<file path="src/otc_pkg.sv">
// ----------------------------------------------------------------------------
// otc_pkg
// Shared types, codes and constants of the OLED text console.
// ----------------------------------------------------------------------------
`default_nettype none

package otc_pkg;

    // Font geometry
    localparam int GLYPH_WIDTH  = 6;
    localparam int GLYPH_HEIGHT = 8;
    localparam int PAGE_ROWS    = 8;
    localparam int GLYPH_COUNT  = 256;

    localparam int STORE_SIZE = GLYPH_COUNT * GLYPH_WIDTH;
    localparam int STORE_AW   = $clog2(STORE_SIZE);
    // glyph address of any 8-bit code, one column past the end included
    localparam int GADDR_W    = $clog2(256 * GLYPH_WIDTH + 1);
    localparam int GIDX_W     = $clog2(GLYPH_WIDTH);
    localparam int PAGE_SHIFT = $clog2(PAGE_ROWS);

    localparam int COLUMN_OFFSET = 2;

    // Controller command bytes
    localparam logic [7:0] CMD_COL_HI = 8'h10;
    localparam logic [3:0] COL_LO_MASK = 4'hF;
    localparam logic [7:0] CMD_PAGE   = 8'hB0;

    localparam logic [7:0] CHAR_CR = 8'd13;
    localparam logic [7:0] CHAR_LF = 8'd10;

    // Operation codes
    localparam logic [1:0] OP_PUT  = 2'd0;
    localparam logic [1:0] OP_SET  = 2'd1;
    localparam logic [1:0] OP_LOAD = 2'd2;

    // Configuration register indexes
    localparam logic [1:0] CFG_ORIGIN_X = 2'd0;
    localparam logic [1:0] CFG_ORIGIN_Y = 2'd1;
    localparam logic [1:0] CFG_END_X    = 2'd2;
    localparam logic [1:0] CFG_END_Y    = 2'd3;

    localparam int CFG_DW = 7;

    typedef struct packed {
        logic [1:0]  operation;
        logic [7:0]  char_code;
        logic [4:0]  text_col;
        logic [2:0]  text_row;
        logic [10:0] font_addr;
        logic [7:0]  font_byte;
    } in_item_t;

    typedef struct packed {
        logic [7:0] byte_value;
        logic       is_data;
        logic [7:0] repeat_count;
        logic       last;
    } out_item_t;

    // Which result byte the datapath builds
    typedef enum logic [2:0] {
        SRC_CLR_HI,
        SRC_CLR_LO,
        SRC_CLR_PAGE,
        SRC_FILL,
        SRC_POS_HI,
        SRC_POS_LO,
        SRC_POS_PAGE,
        SRC_GLYPH
    } res_src_t;

    typedef enum logic [3:0] {
        ST_IDLE,
        ST_CLR_CHK,
        ST_CLR_HI,
        ST_CLR_LO,
        ST_CLR_PAGE,
        ST_CLR_FILL,
        ST_POS_HI,
        ST_POS_LO,
        ST_POS_PAGE,
        ST_GLYPH
    } ctl_state_t;

    typedef struct packed {
        logic     take_put;
        logic     take_set;
        logic     take_load;
        logic     emit;
        res_src_t src;
        logic     clr_next;
    } ctl_cmd_t;

    typedef struct packed {
        logic wrap_now;
        logic brk;
        logic clr_more;
        logic fill_nonempty;
        logic glyph_last;
        logic out_free;
    } dp_stat_t;

endpackage

`default_nettype wire

</file>
<file path="src/otc_ctrl.sv">
// ----------------------------------------------------------------------------
// otc_ctrl
// Sequencer: steps through line clear, position and glyph bytes.
// ----------------------------------------------------------------------------
`default_nettype none

module otc_ctrl
    import otc_pkg::*;
(
    input  wire logic       aclk,
    input  wire logic       aresetn,
    input  wire logic       s_valid,
    input  wire logic [1:0] operation,
    input  wire dp_stat_t   stat,
    output logic            s_ready,
    output ctl_cmd_t        cmd
);

    ctl_state_t state_reg;
    ctl_state_t state_next;

    always_ff @(posedge aclk) begin
        if (!aresetn) begin
            state_reg <= ST_IDLE;
        end else begin
            state_reg <= state_next;
        end
    end

    always_comb begin
        state_next = state_reg;
        unique case (state_reg)
            ST_IDLE: begin
                if (s_valid && operation == OP_PUT) begin
                    state_next = stat.wrap_now ? ST_CLR_CHK : ST_POS_HI;
                end
            end
            ST_CLR_CHK: begin
                state_next = stat.clr_more ? ST_CLR_HI : ST_POS_HI;
            end
            ST_CLR_HI: begin
                if (stat.out_free) state_next = ST_CLR_LO;
            end
            ST_CLR_LO: begin
                if (stat.out_free) state_next = ST_CLR_PAGE;
            end
            ST_CLR_PAGE: begin
                if (stat.out_free) begin
                    state_next = stat.fill_nonempty ? ST_CLR_FILL : ST_CLR_CHK;
                end
            end
            ST_CLR_FILL: begin
                if (stat.out_free) state_next = ST_CLR_CHK;
            end
            ST_POS_HI: begin
                if (stat.out_free) state_next = ST_POS_LO;
            end
            ST_POS_LO: begin
                if (stat.out_free) state_next = ST_POS_PAGE;
            end
            ST_POS_PAGE: begin
                if (stat.out_free) state_next = stat.brk ? ST_IDLE : ST_GLYPH;
            end
            ST_GLYPH: begin
                if (stat.out_free && stat.glyph_last) state_next = ST_IDLE;
            end
            default: begin
                state_next = ST_IDLE;
            end
        endcase
    end

    always_comb begin
        s_ready      = 1'b0;
        cmd.take_put  = 1'b0;
        cmd.take_set  = 1'b0;
        cmd.take_load = 1'b0;
        cmd.emit      = 1'b0;
        cmd.src       = SRC_POS_HI;
        cmd.clr_next  = 1'b0;
        unique case (state_reg)
            ST_IDLE: begin
                s_ready       = 1'b1;
                cmd.take_put  = s_valid && operation == OP_PUT;
                cmd.take_set  = s_valid && operation == OP_SET;
                cmd.take_load = s_valid && operation == OP_LOAD;
            end
            ST_CLR_CHK: begin
            end
            ST_CLR_HI: begin
                cmd.emit = stat.out_free;
                cmd.src  = SRC_CLR_HI;
            end
            ST_CLR_LO: begin
                cmd.emit = stat.out_free;
                cmd.src  = SRC_CLR_LO;
            end
            ST_CLR_PAGE: begin
                cmd.emit     = stat.out_free;
                cmd.src      = SRC_CLR_PAGE;
                cmd.clr_next = stat.out_free && !stat.fill_nonempty;
            end
            ST_CLR_FILL: begin
                cmd.emit     = stat.out_free;
                cmd.src      = SRC_FILL;
                cmd.clr_next = stat.out_free;
            end
            ST_POS_HI: begin
                cmd.emit = stat.out_free;
                cmd.src  = SRC_POS_HI;
            end
            ST_POS_LO: begin
                cmd.emit = stat.out_free;
                cmd.src  = SRC_POS_LO;
            end
            ST_POS_PAGE: begin
                cmd.emit = stat.out_free;
                cmd.src  = SRC_POS_PAGE;
            end
            ST_GLYPH: begin
                cmd.emit = stat.out_free;
                cmd.src  = SRC_GLYPH;
            end
            default: begin
            end
        endcase
    end

endmodule

`default_nettype wire

</file>
<file path="config.mk">
export PLATFORM = sky130hd
export DESIGN_NAME = otc_ctrl
export DESIGN_NICKNAME = d
export VERILOG_FILES = /design/src/otc_pkg.sv /design/src/otc_ctrl.sv
export SDC_FILE = /design/constraint.sdc
export NUM_CORES = 1
export LEC_CHECK = 0
export BUFFER_PORTS_ARGS = -buffer_cell sky130_fd_sc_hd__buf_2
export CORE_AREA = 2 2 39 41
export DETAILED_ROUTE_END_ITERATION = 16
export DIE_AREA = 0 0 41 43
export GPL_ROUTABILITY_DRIVEN = 0
export PLACE_DENSITY = 0.57
export SYNTH_ARGS = -nofsm -noshare
export SYNTH_HDL_FRONTEND = slang
export SYNTH_SLANG_ARGS = --single-unit
export TNS_END_PERCENT = 50
</file>
<file path="constraint.sdc">
create_clock -name aclk -period 1.6 [get_ports aclk]
set_clock_uncertainty 0.1 [all_clocks]
set_input_delay 0.32 -clock aclk [delete_from_list [all_inputs] [get_ports aclk]]
set_output_delay 0.32 -clock aclk [all_outputs]
set_load 0.02 [all_outputs]
</file>
==> results.py, run 1 <==
metrics = {
    "timing": {
        "min_period_ns": 1.80,
        "hold_viol_final": 0,
        "finalSetupViolCount": 7,
        "relSlewSlack_pct": 81.8,
        "rsz0062_at_grt": "yes",
        "fin_crit_sh_pct": 113,
        "fmax_ghz": 0.555,
        "tightest_slew_ns": 0.271,
        "setup_ws_ns": -0.202,
        "drv_slew": 0,
    },
    "placed_design": {
        "dp_cells": 101,
        "io_buffers": 19,
        "hpwl_um": 948,
    },
    "final_layout": {
        "final-instance-count-excl-fill": 108,
        "largest_register_ffs": 4,
        "final.fill_count": 135,
        "final_layout_size_suffix_gt1_share_pct": 66.3,
        "final-seq-area_um2": 92.6,
        "syn2layout_area_growth_pct": 100,
        "n_antenna_cell": 0,
        "nets": 105,
        "multi_input_area_um2": 397,
    },
    "die": {
        "die-area_um2": 1760,
        "die_h_um": 43,
        "start_util_pct": 29.7,
        "rows": 14,
        "ioPinCount": 20,
        "core_um2": 1380,
        "die_x_um": 41,
    },
    "synth": {
        "netlist_area_um2": 410,
        "syn_nets": 67,
        "ys.flop_type": "dfxtp_1",
        "yosys-top-cells-count": "nand2_1, dfxtp_1, inv_1, nor2_1",
        "synth_cells": 56,
        "yosysMostFrequentCell": "nand2_1",
        "synth_seq_area_share_pct": 19.5,
        "yosysWarningCount": 0,
        "yosys.cell_types.count": 34,
        "synthTopCellsByArea": "dfxtp_1, nand2_1, a2111oi_2",
        "yosysTopAreaCell": "dfxtp_1",
        "synth-edff-count": 0,
        "ys_ff_latch": 4,
        "avgSynthCellArea_um2": 7.33,
        "yosysTopAreaCellShare_pct": 19.5,
        "ys_async_sr_fraction_pct": 0,
    },
    "worst_setup_path": {
        "cp-end-kind": "output port",
        "arrival_ns": 1.38,
        "crit_chain": "nor4_4, nand2_2, nor3b_4, buf_6",
        "worst_path_max_delay_cell": "dfxtp_4",
        "critical-path-top-delay-family": "simple AND/OR/NAND/NOR gates",
        "path_class": "flip-flop to output port",
        "critPathBufInv": 1,
        "cpPeakStageDelay_ns": 0.37,
        "start_kind": "flip-flop",
        "critPathMaxFanout": 5,
        "required_ns": 1.18,
    },
    "drt": {
        "drc": 0,
        "drt_iter0_drc": 5,
        "antenna_left": 0,
        "first_pass_iters": 3,
        "routed_wl_um": 1360,
        "post_drt_wl_per_cell_um": 12.6,
        "viasPerCell": 4.99,
        "vias": 539,
    },
    "power_and_ir_drop": {
        "power_mw": 1.38,
        "p_leak_nw": 0.373,
        "p_per_area_nw_per_um2": 1670,
        "vdd_drop_max_uv": 763,
    },
    "global_route": {
        "antenna_found_initial": 0,
        "grt_pass1_vias": 500,
        "grt_max_degree": 11,
        "grt_overflow": 0,
        "grt_pass1_wl_um": 2140,
        "grt_usage_pct": 18.2,
    },
    "cts": {
        "cts_tree": "yes",
        "clkSinkCount": 4,
        "ctsHoldBuffers": 0,
        "cts-root-buf": "clkbuf_4",
        "clockBufferDepth": 2,
        "numCtsBuffers": 3,
        "htreeDepth": 1,
        "insertion_delay_ns": 0.24,
        "clk_pin_slew_ns": 0.04,
    },
    "status": {
        "violations": "setup timing",
        "run_status": "finished with violations",
    },
    "worst_hold_path": {
        "hold_class": "input pin to flip-flop",
    },
    "run": {
        "maxCapViolations": 0,
    },
}
-- worst paths after layout --
kind / slack [ns] / cells after the start / startpoint / endpoint
max: -0.20 / 4 / state_reg[2] / cmd[6]
min: 0.25 / 2 / aresetn / state_reg[0]
max reg2reg: 0 / 6 / state_reg[0] / state_reg[3]
min reg2reg: 0.60 / 3 / state_reg[1] / state_reg[1]
-- layout by cell type (no fill, tap or decap), drive strengths merged, types with 2 or more instances in the layout --
master and count:
a2111oi 2, nor2 4, nor3b 2, inv 4
buf 37, clkbuf 3, nand2 8, nor3 2
a21oi 2, nand2b 2, or3 2, o21ai 2
and2 2, dfxtp 4
-- kinds of logic after synthesis --
family                    after synthesis  share of synthesized area [%]
and+or+nand+nor                        27                           37.8
xor gates and xnor gates                2                           4.27
DFF                                     4                           19.5
buffers and inverters                   8                           8.84
muxes                                   2                           5.18
AOI/OAI and AO/OA                      13                           24.4
-- stage by stage --
step | util (%) | worst slack (ns) | cell area [um^2] | setup TNS (ns) | hold slack (ns)
global placement | 47.0 | -0.0639 | 651 | -0.105 | 0.501
global route | 59.4 | -0.293 | 822 | -1.43 | 0.260
floorplan | - | -0.151 | 458 | -0.466 | 0.335
detailed placement | 47.0 | -0.0896 | 651 | -0.245 | 0.508
finish | 59.4 | -0.202 | 822 | -0.752 | 0.254
CTS | 53.3 | -0.236 | 737 | -0.918 | 0.244
-- per-layer routing --
layer	GRT usage [%]	wire length, um	vias to the layer above
li1	-	-	274
met1	19.9	553	249
met4	7.33	12	0
met5	0	0	-
met2	30.0	738	14
met3	6.28	52	2
-- power breakdown --
part / switching, mW / total [mW] / internal [mW] / leakage, nW
clock network: 0.0414 / 0.125 / 0.0839 / 0.0138
logic: 0.478 / 1.04 / 0.564 / 0.323
registers: 0.0628 / 0.208 / 0.145 / 0.0353
-- area by class of cell --
class	count	share of cell area [%]
Multi-Input combinational cell	44	48.2
Timing Repair Buffer	37	33.5
Sequential cell	4	11.3
Clock buffer	3	2.74
Tap cell	16	2.44
Inverter	4	1.83
-- repair_timing --
item                                    CTS  global route
resized for setup                        14            19
gates cloned                              0             0
buffers inserted                          2             2
endpoints found under the hold margin     0             0
pin swaps                                 3             6
endpoints found under the setup margin   12            13
Power figures use the tool's default switching activity.
==> run 2: changes to the inputs <==
- PLACE_DENSITY: 0.57 -> unset
- PLACE_DENSITY_LB_ADDON: unset -> 0.1
==> run 2 against run 1 <==
Against the previous run: the run still ends with setup timing left; sequential cell count stayed put; combinational power is 11% higher; final cell count is 0.93% higher; via count is 0.37% higher; global-route usage is 0.89 points lower; critical endpoint is now cmd[5]; largest cell class unchanged; largest power group unchanged; highest routed layer unchanged.
==> results.py, run 2 (synthesis gave the netlist of run 1 again) <==
metrics = {
    "timing": {
        "fmax_ghz": 0.563,
        "relSlewSlack_pct": 81.7,
        "setup_ws_ns": -0.176,
        "rsz0062_at_grt": "yes",
        "finalSetupViolCount": 9,
        "hold_viol_final": 0,
        "min_period_ns": 1.78,
        "hold_ws_ns": 0.261,
        "fin_setup_tns_ns": -0.803,
        "drv_slew": 0,
        "fin_crit_sh_pct": 111,
        "tightest_slew_ns": 0.274,
    },
    "final_layout": {
        "layout_commonest_cell": "buf_6",
        "final.fill_count": 120,
        "nets": 106,
        "final-seq-area_um2": 95.1,
        "final_cell_mix": "buf_6, buf_2, buf_4",
        "final_layout_size_suffix_gt1_share_pct": 67.7,
        "largest_register_ffs": 4,
        "finalCoreUtilization_pct": 64.2,
        "syn2layout_area_growth_pct": 116,
        "multi_input_area_um2": 428,
        "final-instance-count-excl-fill": 109,
        "n_antenna_cell": 0,
    },
    "global_route": {
        "grt_overflow": 0,
        "grt_pass1_wl_um": 2080,
        "grt_max_degree": 9,
        "use_met2_pct": 25.6,
        "grt_pass1_vias": 488,
        "top_usage_layer": "met2",
        "antenna_found_initial": 0,
        "use_met1_pct": 21.9,
        "grt_usage_pct": 17.3,
        "gr-usage-met3_pct": 3.66,
    },
    "drt": {
        "drt_iter0_drc": 1,
        "first_pass_iters": 4,
        "drc": 0,
        "vias": 541,
        "post_drt_wl_per_cell_um": 11.5,
        "routed_wl_um": 1250,
        "viasPerCell": 4.96,
        "antenna_left": 0,
    },
    "power_and_ir_drop": {
        "p_int_mw": 0.865,
        "pwr-share-seq_pct": 13.6,
        "p_sw_share_pct": 41.0,
        "p_switching_mw": 0.601,
        "p_per_area_nw_per_um2": 1650,
        "power_mw": 1.47,
        "p_clk_share_pct": 8.1,
        "p_leak_nw": 0.385,
        "vdd_drop_max_uv": 843,
        "p_comb_share_pct": 78.2,
    },
    "worst_setup_path": {
        "arrival_ns": 1.36,
        "r2r-start": "state_reg[2]",
        "critPathMaxFanout": 3,
        "rr_endpoint": "state_reg[3]",
        "reg2reg_depth": 6,
        "cp-end-kind": "output port",
        "ff2ff_setup_slack_ns": -0.01,
        "required_ns": 1.18,
        "path_class": "flip-flop to output port",
        "start_kind": "flip-flop",
        "crit_start": "state_reg[3]",
    },
    "cts": {
        "ctsHoldBuffers": 0,
        "clkSinkCount": 4,
        "htreeDepth": 1,
        "clockBufferDepth": 2,
        "cts-root-buf": "clkbuf_4",
        "insertion_delay_ns": 0.23,
        "numCtsBuffers": 3,
        "clk_pin_slew_ns": 0.03,
        "cts_tree": "yes",
    },
    "status": {
        "run_status": "finished with violations",
        "violations": "setup timing",
    },
    "worst_hold_path": {
        "hold_end": "state_reg[0]",
        "hold_path_depth": 2,
        "hold_class": "input pin to flip-flop",
        "hp-start": "aresetn",
    },
    "placed_design": {
        "hpwl_um": 921,
        "io_buffers": 19,
        "dp_cells": 98,
    },
    "die": {
        "start_util_pct": 29.7,
        "ioPinCount": 20,
        "die_x_um": 41,
        "die-area_um2": 1760,
        "core_um2": 1380,
        "rows": 14,
        "die_h_um": 43,
    },
    "run": {
        "maxCapViolations": 0,
    },
}
run 2: metal layers:
metal,up-vias,wire length (um),share of wire [%]
met5,-,0,0
met4,0,14,1.1
met3,2,45,3.6
met2,13,642,51
met1,248,548,44
li1,278,-,-
run 2: worst max path at each step:
stage,to,slack (ns),cells past startpoint
after floorplan,cmd[5],-0.15,4
after global placement,state_reg[0],-0.04,4
after detailed placement,state_reg[0],-0.05,5
after CTS,cmd[6],-0.21,4
after global routing,cmd[5],-0.23,4
final,cmd[5],-0.18,4
run 2: metrics by stage:
step | worst slack [ns] | instance area, um^2
finish | -0.176 | 888
global route | -0.234 | 888
CTS | -0.212 | 759
detailed placement | -0.0490 | 628
global placement | -0.0374 | 628
floorplan | -0.151 | 458
run 2: cell type report:
type | count | share of cell area, %
timing repair buffer | 38 | 34.6
sequential | 4 | 10.7
clock buffer | 3 | 2.54
inverter | 4 | 1.69
tap | 16 | 2.25
multi-input combinational | 44 | 48.2
run 2: critical path, cell delays in order, from the launching register on:
cell and delay, ns:
dfxtp_4 0.34, nor4_4 0.31, nand2_2 0.14, nor3b_4 0.21, buf_6 0.14
run 2: power groups by stage:
stage / Clock (mW) / Sequential (mW) / Combinational (mW)
CTS: 0.129 / 0.196 / 0.906
global placement: 0 / 0.181 / 0.778
global route: 0.134 / 0.205 / 1.24
floorplan: 0 / 0.162 / 0.557
finish: 0.119 / 0.200 / 1.15
detailed placement: 0 / 0.179 / 0.779
run 2: repair_timing:
item / 4_1_cts / 5_1_grt
gates resized for setup: 24 / 20
setup buffers: 3 / 5
hold endpoints to repair: 0 / 0
gates cloned: 0 / 0
pin swaps: 6 / 11
setup endpoints to repair: 11 / 12
